[config.mk]
export PLATFORM = sky130hd
export DESIGN_NAME = ckf_div
export DESIGN_NICKNAME = d
export VERILOG_FILES = /design/src/sv/ckf_pkg.sv /design/src/sv/ckf_div.sv
export SDC_FILE = /design/constraint.sdc
export NUM_CORES = 1
export LEC_CHECK = 0
export ABC_AREA = 0
export BUFFER_PORTS_ARGS = -buffer_cell sky130_fd_sc_hd__buf_2
export CAP_MARGIN = 20
export CORE_MARGIN = 2
export CORE_UTILIZATION = 60
export DETAILED_ROUTE_END_ITERATION = 6
export PLACE_DENSITY = 0.85
export SLEW_MARGIN = 25
export SYNTH_ARGS = -nofsm -noshare
export SYNTH_HDL_FRONTEND = slang
export SYNTH_SLANG_ARGS = --single-unit
[constraint.sdc]
create_clock -name i_clk -period 13.8 [get_ports i_clk]
set_input_delay 4.14 -clock i_clk [delete_from_list [all_inputs] [get_ports i_clk]]
set_output_delay 4.14 -clock i_clk [all_outputs]
set_load 0.01 [all_outputs]
[src/sv/ckf_pkg.sv]
// Shared types, codes and saturating arithmetic helpers for the clock Kalman filter.
package ckf_pkg;

    localparam logic [1:0] REQ_UPDATE = 2'd0;
    localparam logic [1:0] REQ_QUERY  = 2'd1;
    localparam logic [1:0] REQ_CLEAR  = 2'd2;
    localparam logic [1:0] REQ_UNUSED = 2'd3;

    localparam logic [2:0] STAT_INIT  = 3'd0;
    localparam logic [2:0] STAT_UPD   = 3'd1;
    localparam logic [2:0] STAT_SKIP  = 3'd2;
    localparam logic [2:0] STAT_QUERY = 3'd3;
    localparam logic [2:0] STAT_CLEAR = 3'd4;

    localparam logic [2:0] CFG_INIT_OFF_VAR = 3'd0;
    localparam logic [2:0] CFG_INIT_SKW_VAR = 3'd1;
    localparam logic [2:0] CFG_SKW_NOISE    = 3'd2;
    localparam logic [2:0] CFG_MEAS_VAR     = 3'd3;
    localparam logic [2:0] CFG_MIN_INTERVAL = 3'd4;

    localparam logic signed [63:0] S64_MAX = 64'sh7FFF_FFFF_FFFF_FFFF;
    localparam logic signed [63:0] S64_MIN = 64'sh8000_0000_0000_0000;

    typedef struct packed {
        logic [1:0]         req_type;
        logic signed [63:0] dev_ts;
        logic signed [63:0] loc_ts;
    } t_in;

    typedef struct packed {
        logic [2:0]         status;
        logic signed [63:0] est_local;
        logic signed [63:0] offset;
        logic signed [63:0] skew;
    } t_out;

    typedef struct packed {
        logic               start;
        logic signed [63:0] a;
        logic signed [63:0] b;
        logic               sh48;
    } t_mul_req;

    typedef struct packed {
        logic               start;
        logic signed [63:0] n;
        logic signed [63:0] d;
    } t_div_req;

    typedef enum logic [1:0] {S_IDLE, S_EXEC, S_WAIT, S_OUT} t_state;
    typedef enum logic [1:0] {K_NONE, K_MUL, K_DIV} t_kind;

    typedef enum logic [4:0] {
        SP_DT, SP_CHK, SP_OFFP, SP_Q01, SP_Q00A, SP_Q00B, SP_Q11, SP_S,
        SP_K0, SP_K1, SP_R0, SP_R1, SP_OFFU, SP_SKW, SP_P00, SP_P01,
        SP_P10, SP_P11, SP_QEST0, SP_QEST1
    } t_step;

    function automatic logic signed [63:0] sat_addsub(input logic signed [63:0] a,
                                                      input logic signed [63:0] b,
                                                      input logic sub);
        logic [64:0] s;
        begin
            s = sub ? ({a[63], a} - {b[63], b}) : ({a[63], a} + {b[63], b});
            if (s[64] != s[63]) begin
                sat_addsub = s[64] ? S64_MIN : S64_MAX;
            end else begin
                sat_addsub = s[63:0];
            end
        end
    endfunction

    function automatic logic [63:0] magnitude(input logic signed [63:0] v);
        begin
            magnitude = v[63] ? (64'd0 - v) : v;
        end
    endfunction

    // Signed result from a magnitude whose upper part is flagged nonzero.
    function automatic logic signed [63:0] from_mag(input logic hi_nz,
                                                    input logic [63:0] lo,
                                                    input logic neg);
        begin
            if (hi_nz) begin
                from_mag = neg ? S64_MIN : S64_MAX;
            end else if (!neg) begin
                from_mag = lo[63] ? S64_MAX : lo;
            end else begin
                from_mag = lo[63] ? S64_MIN : (64'd0 - lo);
            end
        end
    endfunction

endpackage

[src/sv/ckf_div.sv]
// Shared divider: restoring division of n * 2^48 by a positive d, one quotient bit per cycle.
module ckf_div (
    input  logic               i_clk,
    input  logic               i_rst_n,
    input  ckf_pkg::t_div_req  i_req,
    output logic               o_done,
    output logic signed [63:0] o_result
);
    import ckf_pkg::*;

    localparam int STEPS = 112;
    localparam int CW    = $clog2(STEPS + 1);

    logic [63:0]     r_rem, r_d;
    logic [STEPS-1:0] r_num;
    logic            r_neg, r_busy, r_fin, r_done;
    logic [CW-1:0]   r_cnt;
    logic signed [63:0] r_res;

    logic [63:0] w_sh;
    logic        w_ge;

    always_comb begin
        w_sh = {r_rem[62:0], r_num[STEPS-1]};
        w_ge = (w_sh >= r_d);
    end

    always_ff @(posedge i_clk) begin
        if (!i_rst_n) begin
            r_busy <= 1'b0;
            r_fin  <= 1'b0;
            r_done <= 1'b0;
            r_cnt  <= '0;
        end else begin
            r_done <= 1'b0;
            if (i_req.start) begin
                r_num  <= {magnitude(i_req.n), 48'd0};
                r_d    <= i_req.d;
                r_rem  <= 64'd0;
                r_neg  <= i_req.n[63];
                r_cnt  <= '0;
                r_busy <= 1'b1;
            end else if (r_busy) begin
                r_rem <= w_ge ? (w_sh - r_d) : w_sh;
                r_num <= {r_num[STEPS-2:0], w_ge};
                if (r_cnt == CW'(STEPS - 1)) begin
                    r_busy <= 1'b0;
                    r_fin  <= 1'b1;
                end else begin
                    r_cnt <= r_cnt + 1'b1;
                end
            end else if (r_fin) begin
                r_res  <= from_mag(|r_num[STEPS-1:64], r_num[63:0], r_neg);
                r_fin  <= 1'b0;
                r_done <= 1'b1;
            end
        end
    end

    assign o_done   = r_done;
    assign o_result = r_res;
endmodule

==> Word level (Yosys, flattened, before mapping) <==
Cells that the tools add are included.
{ "totals": {"in_bits": 131, "reg_bits": 314, "output_inout_bits": 65} }
{ "op_classes": {"eq_ne": 2, "reduce_logical": 9, "n_addsub": 4, "order_cmp": 1, "n_mux": 16, "bitwise_logic": 4} }
{ "ops": {"columns": ["operator", "count"], "rows": [
  ["2-to-1 mux 64 bit", 5],
  ["2-to-1 mux 112 bit", 2],
  ["2-to-1 mux 63 bit", 3],
  ["subtractor 1 x 64 -> 64 bit, first input constant", 2],
  ["greater-or-equal comparator 64 bit", 1],
  ["subtractor 63 bit", 1],
  ["OR reduction 48 bit", 1],
  ["AND reduction 2 bit", 4],
  ["adder 7 x 1 -> 7 bit, second input constant", 1],
  ["== test 7 bit, second input constant", 1],
  ["2-to-1 mux 1 bit", 6],
  ["NOT 1 bit", 4],
  ["AND reduction 4 bit", 1],
  ["OR reduction 3 bit", 1],
  ["!= test 2 x 1 -> 1 bit, second input constant", 1],
  ["nonzero test 2 bit", 1],
  ["OR reduction 2 bit", 1]
]} }

==> Depth between registers and ports, before layout <==
{ "depth": {"ltp_word": 4, "mapped_depth": 15} }

==> Worst setup path after synthesis <==
Ideal clock, no wire load.
{ "synth_path": {"path_type": "input port to flip-flop", "startpoint": "input i_req[128] (netlist bit)", "endpoint": "register r_res[0], in the netlist o_result[0] (enable)", "stages": 4, "path_buffers": 2, "arrival_ps": 9348, "setup_slack_ps": 3874, "path_cell_list": "clkbuf_1 nand2b_1 clkbuf_1 nor3b_1"} }
{ "synth_via": {"elab_chain_len": 2} }
{ "synth_rtl": {"columns": ["element", "line", "rtl"], "rows": [
  ["start, declared", "ckf_div.sv:5", "input ckf_pkg::t_div_req i_req,"],
  ["NOT 1 bit (no source line)", null, null],
  ["AND reduction 4 bit (no source line)", null, null],
  ["end signal, assigned", "ckf_div.sv:53", "r_res <= from_mag(|r_num[STEPS-1:64], r_num[63:0], r_neg);"],
  ["end, declared", "ckf_div.sv:18", "logic signed [63:0] r_res;"]
]} }
Every way passes these cells.
A chain may end at the register's enable or synchronous reset.

==> Worst setup path after layout <==
{ "layout_path": {"startpoint": "input i_req[76] (netlist bit)", "endpoint": "register r_num[107], data pin"} }
{ "layout_via": {"elab_chain_len": 3} }
{ "layout_rtl": {"columns": ["element", "line", "rtl"], "rows": [
  ["subtractor 1 x 64 -> 64 bit", "ckf_pkg.sv:75", "magnitude = v[63] ? (64'd0 - v) : v;"],
  ["2-to-1 mux 64 bit", "ckf_pkg.sv:75", null],
  ["2-to-1 mux 112 bit", "ckf_div.sv:36", "if (i_req.start) begin"],
  ["end signal, assigned", "ckf_div.sv:37", "r_num <= {magnitude(i_req.n), 48'd0};"],
  ["end signal, assigned", "ckf_div.sv:45", "r_num <= {r_num[STEPS-2:0], w_ge};"],
  ["end, declared", "ckf_div.sv:15", "logic [STEPS-1:0] r_num;"]
]} }
Every way passes these cells.

==> flow_summary.html <==
<table>
<tr><th>Metric</th><th>Value</th></tr>
<tr><th colspan="2">Run status</th></tr>
<tr><td>Result of the run</td><td>finished clean</td></tr>
<tr><th colspan="2">Clocking</th></tr>
<tr><td>Quantity of gates resized following cts</td><td>0</td></tr>
<tr><td>Clock tree from TritonCTS</td><td>yes</td></tr>
<tr><td>H-tree depth reported by CTS</td><td>2</td></tr>
<tr><td>Clock sink count</td><td>314</td></tr>
<tr><td>Worst-path clk slew</td><td>0.06 ns</td></tr>
<tr><td>Clock latency at the later pin of the worst-skew pair</td><td>between 0.5 and 0.6 ns</td></tr>
<tr><td>Number of post-CTS setup repair buffers</td><td>0</td></tr>
<tr><td># hold bufs at CTS</td><td>0</td></tr>
<tr><td>CTS root buf</td><td>sky130_fd_sc_hd__clkbuf_16</td></tr>
<tr><td>Cts bufs inserted</td><td>35</td></tr>
<tr><td>Largest buffer count on any clock path</td><td>3</td></tr>
<tr><th colspan="2">Floorplanning</th></tr>
<tr><td>Floorplan row count</td><td>between 60 and 70</td></tr>
<tr><td>Placeable core region</td><td>~31000 um^2</td></tr>
<tr><td>Effective utilization at floorplan</td><td>0.606</td></tr>
<tr><td>Die outline height</td><td>182 um</td></tr>
<tr><td>Width of the die</td><td>about 180 um</td></tr>
<tr><td>Die area</td><td>33100 um^2</td></tr>
<tr><td>Top-level port count</td><td>196</td></tr>
<tr><th colspan="2">Worst hold path</th></tr>
<tr><td>Min-delay src</td><td>r_fin</td></tr>
<tr><td>Worst Hold Path Cells</td><td>1</td></tr>
<tr><td>Min-Delay Endpoint</td><td>r_fin</td></tr>
<tr><td>Worst min-delay path class</td><td>reg2reg</td></tr>
<tr><th colspan="2">Yosys</th></tr>
<tr><td>Number of synthesized flops with an enable pin</td><td>304</td></tr>
<tr><td>Syn. warnings</td><td>0</td></tr>
<tr><td>Mean instance size in the synthesized netlist</td><td>slightly below 10 um^2</td></tr>
<tr><td>Netlist area before placement</td><td>19000 um^2</td></tr>
<tr><td>Top flip-flop cell by instance count after synthesis</td><td>sky130_fd_sc_hd__edfxtp_1</td></tr>
<tr><td>Number of instances in the synthesized netlist</td><td>approximately 1900</td></tr>
<tr><td>Async set-or-reset flop fraction in the synthesized netlist</td><td>0</td></tr>
<tr><td>Number of register bits inferred by synthesis</td><td>314</td></tr>
<tr><td>Distinct cells, synth</td><td>79</td></tr>
<tr><td>Post-Syn Nets</td><td>2121</td></tr>
<tr><td>Sequential area share after synthesis</td><td>0.492</td></tr>
<tr><th colspan="2">Route</th></tr>
<tr><td>Iteration count of the initial detailed-routing pass</td><td>6</td></tr>
<tr><td>Number of vias per cell</td><td>roughly 6.2</td></tr>
<tr><td>Post-route DRC</td><td>0</td></tr>
<tr><td>Final Routed Wirelength</td><td>about 45000 um</td></tr>
<tr><td>DR iter-0 viols</td><td>1480</td></tr>
<tr><td>Routed WL per cell</td><td>about 18 um</td></tr>
<tr><td>Number of routed nets with antenna violations</td><td>0</td></tr>
<tr><td>Number of vias in the routed layout</td><td>between 15000 and 20000</td></tr>
<tr><th colspan="2">Critical path</th></tr>
<tr><td>Maximum fanout count along the critical path</td><td>4</td></tr>
<tr><td>Origin of the critical flop-to-flop path</td><td>r_rem[28]</td></tr>
<tr><td>Crit path capture type</td><td>flip-flop</td></tr>
<tr><td>Category of the most critical setup path</td><td>in2reg</td></tr>
<tr><td>Source of the critical timing path</td><td>i_req[76]</td></tr>
<tr><td>Worst EP arrival</td><td>between 7 and 8 ns</td></tr>
<tr><td>Path depth of the worst reg2reg path</td><td>11</td></tr>
<tr><td>Sort of element at the start of the critical path</td><td>input pin</td></tr>
<tr><td>Endpoint of the worst-slack reg-to-reg timing path</td><td>r_rem[56]</td></tr>
<tr><td>Flop2flop setup slack</td><td>about 9.1 ns</td></tr>
<tr><td>Crit path required time</td><td>14.02 ns</td></tr>
<tr><th colspan="2">STA</th></tr>
<tr><td>Measured slew at the worst slew-check pin</td><td>~1.0 ns</td></tr>
<tr><td>Upper clock frequency limit</td><td>roughly 0.14 GHz</td></tr>
<tr><td>Worst slew margin relative to its limit</td><td>0.303</td></tr>
<tr><td>Final Cycle Share</td><td>0.523</td></tr>
<tr><td>Endpoints failing setup</td><td>0</td></tr>
<tr><td>Clock skew</td><td>0.0234 ns</td></tr>
<tr><td>Sum of negative setup slack</td><td>0 ns</td></tr>
<tr><td>Clock period minus final worst setup slack</td><td>7.21 ns</td></tr>
<tr><td>Final Hold Vio Count</td><td>0</td></tr>
<tr><td>Final worst slack</td><td>about 6.6 ns</td></tr>
<tr><td>Unrepaired setup endpoints after global routing</td><td>no</td></tr>
<tr><td>Hold WS</td><td>between 0.4 and 0.5 ns</td></tr>
<tr><td>Final count of pins violating max slew</td><td>0</td></tr>
<tr><th colspan="2">Placement</th></tr>
<tr><td>Port-buffer cells</td><td>195</td></tr>
<tr><td>GP Congestion</td><td>0.947</td></tr>
<tr><td>Half-perimeter wire length after detailed placement</td><td>around 31000 um</td></tr>
<tr><td>Placement-stage worst setup slack</td><td>a little over 6 ns</td></tr>
<tr><td>Placed cell area</td><td>20200 um^2</td></tr>
<tr><th colspan="2">Global routing</th></tr>
<tr><td>Global-route wire length before repair</td><td>73000 um</td></tr>
<tr><td>Total global routing track utilization</td><td>0.268</td></tr>
<tr><td>Via count of the first global-routing pass</td><td>about 15000</td></tr>
<tr><td>Number of antenna violations at the first check in global routing</td><td>3</td></tr>
<tr><td>GR Overflow Total</td><td>0</td></tr>
<tr><td>Maximum number of pins on one net before global-route repair</td><td>roughly 110</td></tr>
<tr><th colspan="2">Power and ir drop</th></tr>
<tr><td>Lkg Pwr</td><td>slightly above 0.008 uW</td></tr>
<tr><td>Worst IR drop on VDD</td><td>around 0.10 mV</td></tr>
<tr><td>Cell Pwr Density</td><td>123 nW/um^2</td></tr>
<tr><th colspan="2">Final layout</th></tr>
<tr><td>Share of the core filled with cells</td><td>0.683</td></tr>
<tr><td>Post-route cell area</td><td>21400 um^2</td></tr>
<tr><td>P&amp;R area growth vs syn</td><td>12.6%</td></tr>
<tr><td>Share of layout cells above drive strength 1</td><td>0.140</td></tr>
<tr><td>Final nets</td><td>between 2000 and 2500</td></tr>
<tr><th colspan="2">Job</th></tr>
<tr><td>Maxcap violations</td><td>0</td></tr>
</table>
kinds of logic (layout without fill, tap and decap cells):
group                      count (synthesis)  in the layout  synth area share
DFF                                      314            314             0.492
AOI/OAI and AO/OA                        476            476             0.155
buffers and inverters                    196            369            0.0392
muxes                                     59             59            0.0313
other                                      0              3                 0
xor gates and xnor gates                 134            134            0.0618
and+or+nand+nor                          675            675             0.176
adders and majority gates                 68             68            0.0452
worst max path at each step:
stage,end,slack (ns)
finish,r_num[107],6.59
detailed placement,r_num[107],6.14
global placement,r_num[105],6.26
floorplan,o_result[0],3.87
global route,r_num[107],6.31
CTS,r_num[107],6.66
synth_stat cells, types with 16 or more instances:
cell,instances,area (um^2)
sky130_fd_sc_hd__a211oi_1,21,158
sky130_fd_sc_hd__a21o_1,32,240
sky130_fd_sc_hd__a21oi_1,166,831
sky130_fd_sc_hd__clkbuf_1,90,338
sky130_fd_sc_hd__edfxtp_1,304,9130
sky130_fd_sc_hd__ha_1,67,838
sky130_fd_sc_hd__inv_1,98,368
sky130_fd_sc_hd__mux2i_1,57,571
sky130_fd_sc_hd__nand2_1,106,398
sky130_fd_sc_hd__nand3_1,23,115
sky130_fd_sc_hd__nand4_1,27,169
sky130_fd_sc_hd__nor2_1,265,995
sky130_fd_sc_hd__nor2b_1,50,313
sky130_fd_sc_hd__nor3_1,56,280
sky130_fd_sc_hd__nor4_1,30,188
sky130_fd_sc_hd__o21a_1,16,120
sky130_fd_sc_hd__o21ai_0,91,455
sky130_fd_sc_hd__o22ai_1,37,231
sky130_fd_sc_hd__o31ai_1,22,165
sky130_fd_sc_hd__or3_1,30,188
sky130_fd_sc_hd__xnor2_1,42,368
sky130_fd_sc_hd__xor2_1,92,806
layout make-up:
class	count	area (um^2)
antenna	3	7.51
clock buffer	42	943
clock inverter	21	213
fill	2345	9940
inverter	99	372
multi-input combinational	1412	8930
sequential	314	9330
tap	402	503
timing repair buffer	207	1080
metal layers:
metal / share of wire / routed length [um] / global-route usage
met1: 0.43 / 19300 / 0.371
met2: 0.46 / 20800 / 0.435
met3: 0.079 / 3550 / 0.0415
met4: 0.028 / 1240 / 0.0885
met5: 0 / 0 / 0
stage by stage:
| stage | total power [uW] | instances |
|---|---|---|
| 6_report | 2640 | 2500 |
| 3_3_place_gp | 1680 | 2434 |
| 4_1_cts | 2640 | 2497 |
| 3_5_place_dp | 1690 | 2434 |
| 5_1_grt | 2750 | 2498 |
| 2_1_floorplan | 1560 | 1922 |
flip-flops by register name, indices dropped and copies added, names as in the netlist, 7 cells and up:
| signal | count |
|---|---|
| r_rem | 63 |
| r_d | 64 |
| r_cnt | 7 |
| r_num | 112 |
| o_result | 64 |
placed cells by master, fill, tap and decap left out, types with 23 or more instances in the layout:
master                      instances
sky130_fd_sc_hd__edfxtp_1         304
sky130_fd_sc_hd__nor2_1           265
sky130_fd_sc_hd__buf_2            194
sky130_fd_sc_hd__a21oi_1          165
sky130_fd_sc_hd__nand2_1          106
sky130_fd_sc_hd__inv_1             98
sky130_fd_sc_hd__xor2_1            92
sky130_fd_sc_hd__o21ai_0           91
sky130_fd_sc_hd__ha_1              67
sky130_fd_sc_hd__mux2i_1           57
sky130_fd_sc_hd__nor3_1            56
sky130_fd_sc_hd__nor2b_1           50
sky130_fd_sc_hd__xnor2_1           42
sky130_fd_sc_hd__o22ai_1           37
sky130_fd_sc_hd__clkbuf_16         36
sky130_fd_sc_hd__a21o_1            32
sky130_fd_sc_hd__or3_1             30
sky130_fd_sc_hd__nor4_1            30
sky130_fd_sc_hd__nand4_1           27
sky130_fd_sc_hd__nand3_1           23
where the power goes:
part | leakage (uW) | switching (uW) | total, uW | internal (uW)
clock network | 0.000567 | 382 | 945 | 563
logic | 0.00475 | 321 | 527 | 206
registers | 0.00296 | 39.0 | 1160 | 1120
worst max-delay path: stages:
cell and delay [ns]:
sky130_fd_sc_hd__buf_2 0.12, sky130_fd_sc_hd__or4_4 0.56, sky130_fd_sc_hd__nor4_2 0.30, sky130_fd_sc_hd__nor4b_1 0.55
sky130_fd_sc_hd__nand4_1 0.31, sky130_fd_sc_hd__or4_1 0.50, sky130_fd_sc_hd__nor2_1 0.20, sky130_fd_sc_hd__nand3_1 0.19
sky130_fd_sc_hd__o31ai_1 0.31, sky130_fd_sc_hd__xor2_1 0.18, sky130_fd_sc_hd__a21oi_1 0.08
Power figures use the tool's default switching activity.
